### src/design/distributed_arithmetic_fir_unit_macros.svh
// Assertion macros for the DA FIR unit.
`ifndef DISTRIBUTED_ARITHMETIC_FIR_UNIT_MACROS_SVH
`define DISTRIBUTED_ARITHMETIC_FIR_UNIT_MACROS_SVH

`ifndef ASSERT_OFF
// same-cycle implication
`define DAF_ASSERT_NOW(lbl, clk, rstn, ante, cons, msg) \
    lbl: assert property (@(posedge clk) disable iff (!rstn) (ante) |-> (cons)) \
        else $error(msg);
// next-cycle implication
`define DAF_ASSERT_NEXT(lbl, clk, rstn, ante, cons, msg) \
    lbl: assert property (@(posedge clk) disable iff (!rstn) (ante) |=> (cons)) \
        else $error(msg);
`else
`define DAF_ASSERT_NOW(lbl, clk, rstn, ante, cons, msg)
`define DAF_ASSERT_NEXT(lbl, clk, rstn, ante, cons, msg)
`endif

`endif

### src/design/daf_pkg.sv
`timescale 1ns / 1ps
`default_nettype none

package daf_pkg;

    localparam int TAPS_DEF        = 4;
    localparam int INPUT_WIDTH_DEF = 12;
    localparam int COEF_WIDTH_DEF  = 16;

    localparam int NUM_COEF_REGS = 4;
    localparam int OUT_W         = 30;
    localparam int CFG_IDX_W     = 3;

    localparam logic [CFG_IDX_W-1:0] REG_COEF_0      = 3'd0;
    localparam logic [CFG_IDX_W-1:0] REG_SIGNED_MODE = 3'd4;

    typedef enum logic [2:0] {
        ST_BUILD,
        ST_IDLE,
        ST_RUN,
        ST_DRAIN,
        ST_FIN
    } t_daf_state;

    typedef struct packed {
        logic build_clear;
        logic build_we;
        logic accept;
        logic rd_plane;
        logic load_out;
    } t_daf_cmd;

    typedef struct packed {
        logic coef_write;
        logic build_last;
        logic plane_zero;
        logic out_free;
    } t_daf_status;

endpackage

`default_nettype wire

### src/design/daf_ctrl.sv
`timescale 1ns / 1ps
`default_nettype none

module daf_ctrl (
    input  logic                  i_clk,
    input  logic                  i_rst_n,
    input  logic                  i_in_valid,
    output logic                  o_in_stall,
    input  daf_pkg::t_daf_status  i_status,
    output daf_pkg::t_daf_cmd     o_cmd
);
    import daf_pkg::*;

    t_daf_state r_state;
    t_daf_state n_state;

    always_ff @(posedge i_clk) begin
        if (!i_rst_n) begin
            r_state <= ST_BUILD;
        end else begin
            r_state <= n_state;
        end
    end

    // a coefficient write holds the input off so no word slips past the rebuild
    assign o_in_stall = (r_state != ST_IDLE) || i_status.coef_write;

    always_comb begin
        n_state = r_state;
        o_cmd   = '0;
        unique case (r_state)
            ST_BUILD: begin
                if (!i_status.coef_write) begin
                    o_cmd.build_we = 1'b1;
                    if (i_status.build_last) begin
                        n_state = ST_IDLE;
                    end
                end
            end
            ST_IDLE: begin
                if (i_in_valid) begin
                    o_cmd.accept = 1'b1;
                    n_state      = ST_RUN;
                end
            end
            ST_RUN: begin
                o_cmd.rd_plane = 1'b1;
                if (i_status.plane_zero) begin
                    n_state = ST_DRAIN;
                end
            end
            ST_DRAIN: begin
                // last table word is being accumulated
                n_state = ST_FIN;
            end
            ST_FIN: begin
                if (i_status.out_free) begin
                    o_cmd.load_out = 1'b1;
                    n_state        = ST_IDLE;
                end
            end
            default: begin
                n_state = ST_BUILD;
            end
        endcase
        // a coefficient change restarts the table sweep
        if (i_status.coef_write) begin
            o_cmd.build_clear = 1'b1;
            o_cmd.build_we    = 1'b0;
            o_cmd.accept      = 1'b0;
            n_state           = ST_BUILD;
        end
    end

endmodule

`default_nettype wire

### src/design/daf_datapath.sv
`timescale 1ns / 1ps
`default_nettype none

module daf_datapath #(
    parameter int TAPS        = daf_pkg::TAPS_DEF,
    parameter int INPUT_WIDTH = daf_pkg::INPUT_WIDTH_DEF,
    parameter int COEF_WIDTH  = daf_pkg::COEF_WIDTH_DEF
) (
    input  logic                              i_clk,
    input  logic                              i_rst_n,
    input  logic                              i_cfg_we,
    input  logic [daf_pkg::CFG_IDX_W-1:0]     i_cfg_index,
    input  logic [COEF_WIDTH-1:0]             i_cfg_data,
    input  logic [INPUT_WIDTH-1:0]            i_sample_bits,
    input  logic                              i_start_block,
    input  logic                              i_out_stall,
    output logic                              o_out_valid,
    output logic signed [daf_pkg::OUT_W-1:0]  o_filtered,
    input  daf_pkg::t_daf_cmd                 i_cmd,
    output daf_pkg::t_daf_status              o_status
);
    import daf_pkg::*;

    localparam int NUM_COEF    = (TAPS < NUM_COEF_REGS) ? TAPS : NUM_COEF_REGS;
    localparam int ENTRY_W     = COEF_WIDTH + 2;
    localparam int TABLE_DEPTH = 1 << TAPS;
    localparam int PLANE_W     = $clog2(INPUT_WIDTH);

    logic signed [COEF_WIDTH-1:0]  r_coef [NUM_COEF];
    logic                          r_signed_mode;
    logic [INPUT_WIDTH-1:0]        r_hist [TAPS];
    logic [ENTRY_W-1:0]            r_table [TABLE_DEPTH];
    logic [TAPS-1:0]               r_build_addr;
    logic [PLANE_W-1:0]            r_plane;
    logic [ENTRY_W-1:0]            r_rd_data;
    logic                          r_rd_valid;
    logic                          r_rd_top;
    logic [OUT_W-1:0]              r_acc;
    logic [OUT_W-1:0]              n_acc;
    logic signed [OUT_W-1:0]       r_out;
    logic                          r_out_valid;

    logic [ENTRY_W-1:0]            build_sum;
    logic [TAPS-1:0]               rd_addr;
    logic [OUT_W-1:0]              term_ext;
    logic [OUT_W-1:0]              term;
    logic                          coef_write;

    // config registers
    assign coef_write = i_cfg_we && (i_cfg_index < CFG_IDX_W'(NUM_COEF));

    always_ff @(posedge i_clk) begin
        if (!i_rst_n) begin
            for (int t = 0; t < NUM_COEF; t++) begin
                r_coef[t] <= '0;
            end
            r_signed_mode <= 1'b1;
        end else if (i_cfg_we) begin
            for (int t = 0; t < NUM_COEF; t++) begin
                if (i_cfg_index == REG_COEF_0 + CFG_IDX_W'(t)) begin
                    r_coef[t] <= i_cfg_data;
                end
            end
            if (i_cfg_index == REG_SIGNED_MODE) begin
                r_signed_mode <= i_cfg_data[0];
            end
        end
    end

    // partial-sum table, rebuilt one entry per cycle unless a coefficient write restarts it
    always_comb begin
        build_sum = '0;
        for (int t = 0; t < NUM_COEF; t++) begin
            if (r_build_addr[t]) begin
                build_sum = build_sum
                          + {{(ENTRY_W-COEF_WIDTH){r_coef[t][COEF_WIDTH-1]}}, r_coef[t]};
            end
        end
    end

    always_ff @(posedge i_clk) begin
        if (!i_rst_n) begin
            r_build_addr <= '0;
        end else if (i_cmd.build_clear) begin
            r_build_addr <= '0;
        end else if (i_cmd.build_we) begin
            r_build_addr <= r_build_addr + 1'b1;
        end
    end

    always_ff @(posedge i_clk) begin
        if (i_cmd.build_we) begin
            r_table[r_build_addr] <= build_sum;
        end
    end

    // delay line
    always_ff @(posedge i_clk) begin
        if (!i_rst_n) begin
            for (int t = 0; t < TAPS; t++) begin
                r_hist[t] <= '0;
            end
        end else if (i_cmd.accept) begin
            r_hist[0] <= i_sample_bits;
            for (int t = 1; t < TAPS; t++) begin
                r_hist[t] <= i_start_block ? '0 : r_hist[t-1];
            end
        end
    end

    // bit-plane address, MSB plane first
    always_comb begin
        for (int t = 0; t < TAPS; t++) begin
            rd_addr[t] = r_hist[t][r_plane];
        end
    end

    always_ff @(posedge i_clk) begin
        if (!i_rst_n) begin
            r_plane <= '0;
        end else if (i_cmd.accept) begin
            r_plane <= PLANE_W'(INPUT_WIDTH - 1);
        end else if (i_cmd.rd_plane) begin
            r_plane <= r_plane - 1'b1;
        end
    end

    always_ff @(posedge i_clk) begin
        if (i_cmd.rd_plane) begin
            r_rd_data <= r_table[rd_addr];
            r_rd_top  <= (r_plane == PLANE_W'(INPUT_WIDTH - 1));
        end
    end

    always_ff @(posedge i_clk) begin
        if (!i_rst_n) begin
            r_rd_valid <= 1'b0;
        end else begin
            r_rd_valid <= i_cmd.rd_plane;
        end
    end

    // Horner accumulation: acc = 2*acc +/- entry; sign plane subtracts in signed mode
    assign term_ext = {{(OUT_W-ENTRY_W){r_rd_data[ENTRY_W-1]}}, r_rd_data};
    assign term     = (r_rd_top && r_signed_mode) ? (~term_ext + 1'b1) : term_ext;
    assign n_acc    = {r_acc[OUT_W-2:0], 1'b0} + term;

    always_ff @(posedge i_clk) begin
        if (i_cmd.accept) begin
            r_acc <= '0;
        end else if (r_rd_valid) begin
            r_acc <= n_acc;
        end
    end

    // result register
    always_ff @(posedge i_clk) begin
        if (!i_rst_n) begin
            r_out_valid <= 1'b0;
        end else if (i_cmd.load_out) begin
            r_out_valid <= 1'b1;
        end else if (!i_out_stall) begin
            r_out_valid <= 1'b0;
        end
    end

    always_ff @(posedge i_clk) begin
        if (i_cmd.load_out) begin
            r_out <= r_acc;
        end
    end

    assign o_out_valid = r_out_valid;
    assign o_filtered  = r_out;

    assign o_status.coef_write = coef_write;
    assign o_status.build_last = &r_build_addr;
    assign o_status.plane_zero = (r_plane == '0);
    assign o_status.out_free   = !r_out_valid || !i_out_stall;

endmodule

`default_nettype wire

### src/design/distributed_arithmetic_fir_unit.sv
// Channel   Direction  Handshake               Payload
// in        input      i_in_valid / o_in_stall  i_sample_bits, i_start_block
// out       output     o_out_valid / i_out_stall o_filtered
// cfg       input      i_cfg_we                i_cfg_index, i_cfg_data
//
// Each input word goes through these steps: one to take it, one table read per
// bit plane from the single-port partial-sum memory, one to add the last plane,
// one to load the result register.
// After reset and after each coefficient write all 2^TAPS table entries are rebuilt, one per
// cycle unless a further coefficient write restarts the sweep, with the input stalled.
// The result register lets a new word in while the last result waits; the block
// holds its next result until that register frees.
`timescale 1ns / 1ps
`default_nettype none
`include "distributed_arithmetic_fir_unit_macros.svh"

module distributed_arithmetic_fir_unit #(
    parameter int TAPS        = daf_pkg::TAPS_DEF,
    parameter int INPUT_WIDTH = daf_pkg::INPUT_WIDTH_DEF,
    parameter int COEF_WIDTH  = daf_pkg::COEF_WIDTH_DEF
) (
    input  logic                              i_clk,
    input  logic                              i_rst_n,
    input  logic                              i_cfg_we,
    input  logic [daf_pkg::CFG_IDX_W-1:0]     i_cfg_index,
    input  logic [COEF_WIDTH-1:0]             i_cfg_data,
    input  logic                              i_in_valid,
    output logic                              o_in_stall,
    input  logic [INPUT_WIDTH-1:0]            i_sample_bits,
    input  logic                              i_start_block,
    output logic                              o_out_valid,
    input  logic                              i_out_stall,
    output logic signed [daf_pkg::OUT_W-1:0]  o_filtered
);
    import daf_pkg::*;

    t_daf_cmd    cmd;
    t_daf_status status;

    daf_ctrl u_ctrl (
        .i_clk      (i_clk),
        .i_rst_n    (i_rst_n),
        .i_in_valid (i_in_valid),
        .o_in_stall (o_in_stall),
        .i_status   (status),
        .o_cmd      (cmd)
    );

    daf_datapath #(
        .TAPS        (TAPS),
        .INPUT_WIDTH (INPUT_WIDTH),
        .COEF_WIDTH  (COEF_WIDTH)
    ) u_datapath (
        .i_clk         (i_clk),
        .i_rst_n       (i_rst_n),
        .i_cfg_we      (i_cfg_we),
        .i_cfg_index   (i_cfg_index),
        .i_cfg_data    (i_cfg_data),
        .i_sample_bits (i_sample_bits),
        .i_start_block (i_start_block),
        .i_out_stall   (i_out_stall),
        .o_out_valid   (o_out_valid),
        .o_filtered    (o_filtered),
        .i_cmd         (cmd),
        .o_status      (status)
    );

    `DAF_ASSERT_NEXT(a_accept_then_busy, i_clk, i_rst_n, i_in_valid && !o_in_stall, o_in_stall, "input taken while previous word still in work")
    `DAF_ASSERT_NEXT(a_coef_rebuild, i_clk, i_rst_n, status.coef_write, o_in_stall, "input open during table rebuild")
    `DAF_ASSERT_NOW(a_no_overwrite, i_clk, i_rst_n, cmd.load_out, status.out_free, "result register overwritten")
    `DAF_ASSERT_NOW(a_build_excl, i_clk, i_rst_n, cmd.build_we, !cmd.rd_plane && !cmd.accept, "table write during filtering")

endmodule

`default_nettype wire
### config.mk
export PLATFORM = sky130hd
export DESIGN_NAME = distributed_arithmetic_fir_unit
export DESIGN_NICKNAME = d
export VERILOG_FILES = /design/src/design/daf_pkg.sv /design/src/design/daf_ctrl.sv /design/src/design/daf_datapath.sv /design/src/design/distributed_arithmetic_fir_unit.sv
export VERILOG_INCLUDE_DIRS = /design/src /design/src/design
export SDC_FILE = /design/constraint.sdc
export NUM_CORES = 1
export LEC_CHECK = 0
export BUFFER_PORTS_ARGS = -buffer_cell sky130_fd_sc_hd__buf_2
export CAP_MARGIN = 0
export CORE_MARGIN = 4
export CORE_UTILIZATION = 60
export CTS_CLUSTER_DIAMETER = 60
export DETAILED_ROUTE_END_ITERATION = 12
export PLACE_DENSITY_LB_ADDON = 0.15
export RECOVER_POWER = 25
export SYNTH_ARGS = -nofsm -noshare
export SYNTH_HDL_FRONTEND = slang
export SYNTH_SLANG_ARGS = --single-unit
### constraint.sdc
create_clock -name i_clk -period 10 [get_ports i_clk]
set_clock_uncertainty 0.2 [all_clocks]
set_input_delay 2 -clock i_clk [delete_from_list [all_inputs] [get_ports i_clk]]
set_output_delay 2 -clock i_clk [all_outputs]
set_load 0.01 [all_outputs]
==> impl_metrics.toml, run 1 <==
[run_status]
status = "finished, violations left"
failed_checks = "capacitance limit, slew limit"

[final_layout]
final-instance-count-excl-fill = 2642
num_antenna_cells = 0
regArea_um2 = 14400
mostFrequentLayoutCells = "edfxtp_1 (449), nand2_1 (231), and2_1 (160)"
final_area_um2 = 26700
fin_util = 0.673
drive_gt1_frac = 0.111
area_growth_pct = 10.8
num-nets-final = 2198
multi_input_area_um2 = 9340
layout_commonest_cell = "edfxtp_1"
fillers = 2933

[die]
die_w_um = 209
die_y_um = 209
initial_core_util = 0.607
placementRows = 73
num_io_pins = 69
die_area_um2 = 43500
core_area_um2 = 39700

[synthesis]
synth-seq-cells = 493
syn_inst = 2020
synthArstFlopShare = 0
syn_area_um2 = 24100
synth_edf_count = 449
seq_area_frac_synth = 0.595
yosysWarnings = 0
synth_nets = 2144
synth.distinct_cells = 80
synth-main-ff-cell = "edfxtp_1"
avgSynthCellArea_um2 = 11.9

[power_and_ir_drop]
p_leak_nw = 9.63
power_mw = 4.80
p_per_area_nw_per_um2 = 180
vdd_drop_max_uv = 131

[routing]
drt_iter0_drc = 1486
vias = 15818
wl_per_cell_um = 20.0
drc = 0
wl_um = 52800
drtPass1Iterations = 5
via_per_inst = 5.99
drtAntennaViolNets = 0

[worst_setup_path]
cp_slowest_cell = "xnor2_1"
path_class = "reg2reg"
worstPathRequired_ns = 10.05
critPathMaxFanout = 30
worstPathArrival_ns = 7.68
path_delay_family = "compound AO/OA/AOI/OAI gates"
cp-end-kind = "flop"
cpPeakStageDelay_ns = 0.89
start_kind = "flop"
ff2ff_setup_slack_ns = 2.36
crit_buf_inv = 1

[clock_network]
cts_inserted_buffers = 52
path_clk_slew_ns = 0.06
hold_buffers = 0
cts_resized = 0
post_cts_buffers = 0
insertion_delay_ns = 0.61
cts-htree-levels = 2
clock_sinks = 493
cts_root_buf = "clkbuf_16"
tritoncts = "done"
ctsLongestPathBuffers = 3

[timing]
holdWs_ns = 0.239
hold_viol = 0
finalCritPeriodShare = 0.764
relSlewSlack = -0.833
setup_violations = 0
post-route-min-period_ns = 7.64
rsz0062_at_grt = "false"
tightest_slew_ns = 2.75
slew_viol_final = 128
tns_ns = 0
fmax_mhz = 131
setup_ws_ns = 2.36

[grt]
grt_pass1_wl_um = 84500
grt_pass1_vias = 15577
antenna_found_initial = 0
grt_usage = 0.242
grt_max_degree = 145
grt_overflow = 0

[placed_design]
port_buffers = 68
place_inst = 2545
gp_congestion = 0.874
dp_hpwl_um = 32800
place_ws_ns = 2.59
placed_area_um2 = 25100

[flow_run]
max-cap-violations = 5

[worst_hold_path]
worst_hold_path_type = "reg2reg"
-- synthesized netlist by cell type (5+ instances only) --
cell	n	area share
o211ai_1	24	0.0075
a311oi_1	19	0.0069
mux2_2	30	0.014
buf_2	20	0.0041
xnor2_1	51	0.019
buf_1	8	0.0012
nand2_1	232	0.036
nand4_1	7	0.0018
nand3_1	38	0.0079
a31oi_1	45	0.012
o21ai_1	10	0.0021
or3_1	7	0.0018
o21ai_0	43	0.0089
dfxtp_1	44	0.037
edfxtp_1	449	0.56
inv_1	39	0.0061
and2_1	163	0.042
a211oi_1	87	0.027
o21a_1	11	0.0034
nor2b_1	9	0.0023
o21bai_1	6	0.0019
nor3b_1	5	0.0016
a311o_1	18	0.0075
mux4_2	11	0.010
nand2b_1	12	0.0031
clkbuf_1	73	0.011
a21oi_1	84	0.017
and3_1	15	0.0039
o22ai_1	10	0.0026
mux2i_1	26	0.011
a21o_1	28	0.0087
nor2_1	165	0.026
xor2_1	35	0.013
a21bo_2	6	0.0025
nor3_1	29	0.0060
ha_1	83	0.043
-- area by class of cell --
type,instances,area share
flip-flops and latches,493,0.537
multi-input cells,1385,0.349
clock buffers,70,0.0539
well taps,525,0.0246
repair buffers,102,0.0204
clock inverters,27,0.00885
inverters,40,0.00562
-- logic make-up after synthesis --
| kind of cell | Yosys count | synth area share |
|---|---|---|
| AND/OR/NAND/NOR | 701 | 0.139 |
| flip-flops | 493 | 0.595 |
| AO/OA/AOI/OAI | 439 | 0.127 |
| buffers and inverters | 142 | 0.0234 |
| adder cells (fa/ha/maj) | 89 | 0.0472 |
| XOR/XNOR | 87 | 0.0319 |
| multiplexers | 69 | 0.0361 |
-- sequential cells by signal (all words and copies together), names as in the netlist --
register,count
u_datapath.o_out_valid,1
u_datapath.r_build_addr,4
u_datapath.r_rd_top,1
u_datapath.o_filtered,30
u_datapath.r_rd_valid,1
u_datapath.r_signed_mode,1
u_datapath.r_coef,64
u_ctrl.r_state,3
u_datapath.r_acc,30
u_datapath.r_rd_data,18
u_datapath.r_hist,48
u_datapath.r_plane,4
u_datapath.r_table,288
-- metal layers --
| layer | track usage | vias to the layer above | share of wire |
|---|---|---|---|
| met5 | 0 | - | 0 |
| met4 | 0.0677 | 0 | 0.023 |
| met3 | 0.0339 | 83 | 0.059 |
| met2 | 0.410 | 447 | 0.49 |
| met1 | 0.330 | 7645 | 0.43 |
| li1 | - | 7643 | - |
-- power breakdown --
group / total, mW / internal [mW] / switching [mW]
combinational: 0.561 / 0.212 / 0.349
sequential: 2.38 / 2.35 / 0.0319
clock: 1.86 / 1.07 / 0.792
-- worst paths after layout --
check,cells past startpoint,endpoint,start
setup / recovery,27,u_datapath.r_table[6][17]$_DFFE_PP_,u_datapath.r_build_addr[0]$_SDFFE_PP0P_
hold / removal,0,u_datapath.o_filtered[29]$_DFFE_PP_,u_datapath.r_acc[29]$_SDFFE_PP0P_
setup reg to reg,27,u_datapath.r_table[6][17]$_DFFE_PP_,u_datapath.r_build_addr[0]$_SDFFE_PP0P_
hold reg to reg,0,u_datapath.o_filtered[29]$_DFFE_PP_,u_datapath.r_acc[29]$_SDFFE_PP0P_
(Power assumes the default switching activity.)
==> run 2, diff against run 1 <==
--- a/config.mk
+++ b/config.mk
@@ -6,10 +6,11 @@
 export SDC_FILE = /design/constraint.sdc
 export NUM_CORES = 1
 export LEC_CHECK = 0
+export ABC_AREA = 1
 export BUFFER_PORTS_ARGS = -buffer_cell sky130_fd_sc_hd__buf_2
 export CAP_MARGIN = 0
 export CORE_MARGIN = 4
-export CORE_UTILIZATION = 60
+export CORE_UTILIZATION = 57
 export CTS_CLUSTER_DIAMETER = 60
 export DETAILED_ROUTE_END_ITERATION = 12
 export PLACE_DENSITY_LB_ADDON = 0.15
==> constraint.sdc (replaced) <==
create_clock -name i_clk -period 6.66 [get_ports i_clk]
set_clock_uncertainty 0.2 [all_clocks]
set_input_delay 1.332 -clock i_clk [delete_from_list [all_inputs] [get_ports i_clk]]
set_output_delay 1.332 -clock i_clk [all_outputs]
set_load 0.01 [all_outputs]
==> run 2 against run 1 <==
Effect of this change: the run still ends with capacitance limit, slew limit left; sequential power grew 63%; maximum frequency is 28% higher; via count is 15% higher; global-route usage up 0.64 points; largest cell class unchanged.
==> impl_metrics.toml, run 2 <==
[final_layout]
num_antenna_cells = 0
final_area_um2 = 27500
layout_commonest_cell = "edfxtp_1"
area_growth_pct = 9.84
num-nets-final = 2781
fillers = 3553
regArea_um2 = 14400
largestRegisters = "u_datapath.r_table (288), u_datapath.r_coef (64), u_datapath.r_hist (48)"
drive_gt1_frac = 0.0686
largest_register_ffs = 288
top_register = "u_datapath.r_table"
multi_input_area_um2 = 8780
mostFrequentLayoutCells = "edfxtp_1 (449), nand2_1 (412), inv_1 (376)"

[power_and_ir_drop]
power_mw = 9.37
vdd_drop_max_uv = 222
p_leak_nw = 11.3
p_per_area_nw_per_um2 = 341

[routing]
wl_per_cell_um = 17.8
wl_um = 58600
drt_iter0_drc = 1689
drtPass1Iterations = 8
drtAntennaViolNets = 0
via_per_inst = 5.52
vias = 18133
drc = 0

[die]
die_w_um = 218
die_y_um = 218
placementRows = 76
die_area_um2 = 47300
initial_core_util = 0.578
core_area_um2 = 43300
num_io_pins = 69

[placed_design]
port_buffers = 68
dp_hpwl_um = 38400
place_ws_ns = 0.425
placed_area_um2 = 25900
gp_congestion = 0.905

[grt]
grt_max_degree = 163
grt_pass1_vias = 17531
grt_usage = 0.248
antenna_found_initial = 0
grt_pass1_wl_um = 92700
grt_overflow = 0

[clock_network]
hold_buffers = 0
insertion_delay_ns = 0.62
post_cts_buffers = 0
cts_root_buf = "clkbuf_16"
tritoncts = "done"
clock_sinks = 493
cts-htree-levels = 2
path_clk_slew_ns = 0.06
ctsLongestPathBuffers = 3
cts_inserted_buffers = 51

[run_status]
failed_checks = "capacitance limit, slew limit"
status = "finished, violations left"

[synthesis]
yosysWarnings = 0
synth_edf_count = 449
avgSynthCellArea_um2 = 9.60
synth-seq-cells = 493
synth_area_leaders = "edfxtp_1 (54%), nand2_1 (6.2%), inv_1 (5.6%), ha_1 (4.2%), nand3_1 (4.1%)"
synth_nets = 2731
synth_most_common_cell = "edfxtp_1"
synth_top_area_share = 0.539
synthArstFlopShare = 0
syn_area_um2 = 25000
netlist_top_cells_count = "edfxtp_1 (449), nand2_1 (414), inv_1 (375)"
synth.distinct_cells = 53
synth-main-ff-cell = "edfxtp_1"
synth_area_leader_cell = "edfxtp_1"
syn_inst = 2607
seq_area_frac_synth = 0.574

[worst_setup_path]
cpPeakStageDelay_ns = 0.49
rr_startpoint = "u_datapath.r_build_addr[0]$_SDFFE_PP0P_"
crit_start = "u_datapath.r_build_addr[0]$_SDFFE_PP0P_"
cp_slowest_cell = "fa_1"
path_class = "reg2reg"
start_kind = "flop"
worstPathArrival_ns = 6.02
cp-end-kind = "flop"
path_cells = "nand2_1 -> inv_1 -> ha_1 -> fa_1 -> inv_1 -> o21ai_0 -> inv_1 -> fa_1 -> nand3b_1 -> nand2_1 -> a21boi_0 -> o21ai_0 -> xor2_1 -> o21a_1 -> ha_1 -> a21oi_1 -> inv_1 -> a31oi_1 -> o21ai_0 -> nand3_1 -> nand2_1 -> or2_2 -> nand3_1 -> nand2_1"
critPathMaxFanout = 25
worstPathRequired_ns = 6.71

[timing]
relSlewSlack = -0.804
rsz0062_at_grt = "false"
slew_viol_final = 75
tightest_slew_ns = 2.71
tns_ns = 0
fmax_mhz = 167
setup_violations = 0
hold_viol = 0
finalCritPeriodShare = 0.897
post-route-min-period_ns = 5.97
setup_ws_ns = 0.689

[worst_hold_path]
worst_hold_path_type = "reg2reg"
min-delay-start = "u_datapath.r_acc[29]$_SDFFE_PP0P_"

[flow_run]
max-cap-violations = 3
==> run 2: stage by stage <==
stage               hold WS (ns)  utilization  instances
floorplan                  0.209            -       2607
global route               0.259        0.635       3283
CTS                        0.237        0.638       3283
global placement           0.215        0.599       3189
detailed placement         0.223        0.599       3189
finish                     0.235        0.635       3283
==> run 2: metal layers <==
| layer | GRT usage | part of all wire | vias to the layer above | wire length [um] |
|---|---|---|---|---|
| met4 | 0.0787 | 0.030 | 0 | 1750 |
| met5 | 0 | 0 | - | 0 |
| li1 | - | - | 8994 | - |
| met1 | 0.335 | 0.43 | 8495 | 25300 |
| met2 | 0.415 | 0.48 | 522 | 27900 |
| met3 | 0.0401 | 0.062 | 122 | 3640 |
==> run 2: layout make-up <==
class / count / area share
clock inverter: 29 / 0.0116
inverter: 384 / 0.0526
timing repair buffer: 93 / 0.0173
tap: 585 / 0.0266
clock buffer: 65 / 0.0494
sequential: 493 / 0.523
multi-input combinational: 1634 / 0.320
==> run 2: power breakdown <==
| part | internal (mW) | leakage, nW | switching, mW |
|---|---|---|---|
| registers | 3.74 | 4.59 | 0.143 |
| clock network | 1.65 | 0.806 | 1.20 |
| logic | 0.857 | 5.93 | 1.78 |
| total | 6.24 | 11.3 | 3.13 |
==> run 2: repair_timing <==
| item | in CTS | in global routing |
|---|---|---|
| setup endpoints to repair | 0 | 96 |
| endpoints found under the hold margin | 0 | 0 |
| gates resized for setup | 0 | 2 |
==> run 2: kinds of logic (layout without fill, tap and decap cells) <==
| logic type | count (synthesis) | in the layout | synth area share |
|---|---|---|---|
| AND/OR/NAND/NOR | 979 | 979 | 0.167 |
| AO/OA/AOI/OAI | 513 | 513 | 0.116 |
| flip-flops | 493 | 493 | 0.574 |
| buffers and inverters | 480 | 571 | 0.0789 |
| adder cells (fa/ha/maj) | 87 | 87 | 0.0447 |
| XOR/XNOR | 55 | 55 | 0.0193 |
==> run 2: path summary, 6_finish.rpt <==
check                                              end  slack [ns]  depth (start not counted)
setup / recovery  u_datapath.r_table[14][11]$_DFFE_PP_        0.69                         24
hold / removal     u_datapath.o_filtered[29]$_DFFE_PP_        0.24                          0
setup reg to reg  u_datapath.r_table[14][11]$_DFFE_PP_        0.69                         24
hold reg to reg    u_datapath.o_filtered[29]$_DFFE_PP_        0.24                          0
==> run 2: critical path, delay by kind of cell (launching register included) <==
kind,cells,cell delay (ns)
compound gates,7,1.63
xor+xnor,1,0.16
fa+ha+maj,4,1.49
buf+inv,4,0.27
flops,1,0.48
simple gates,8,1.36
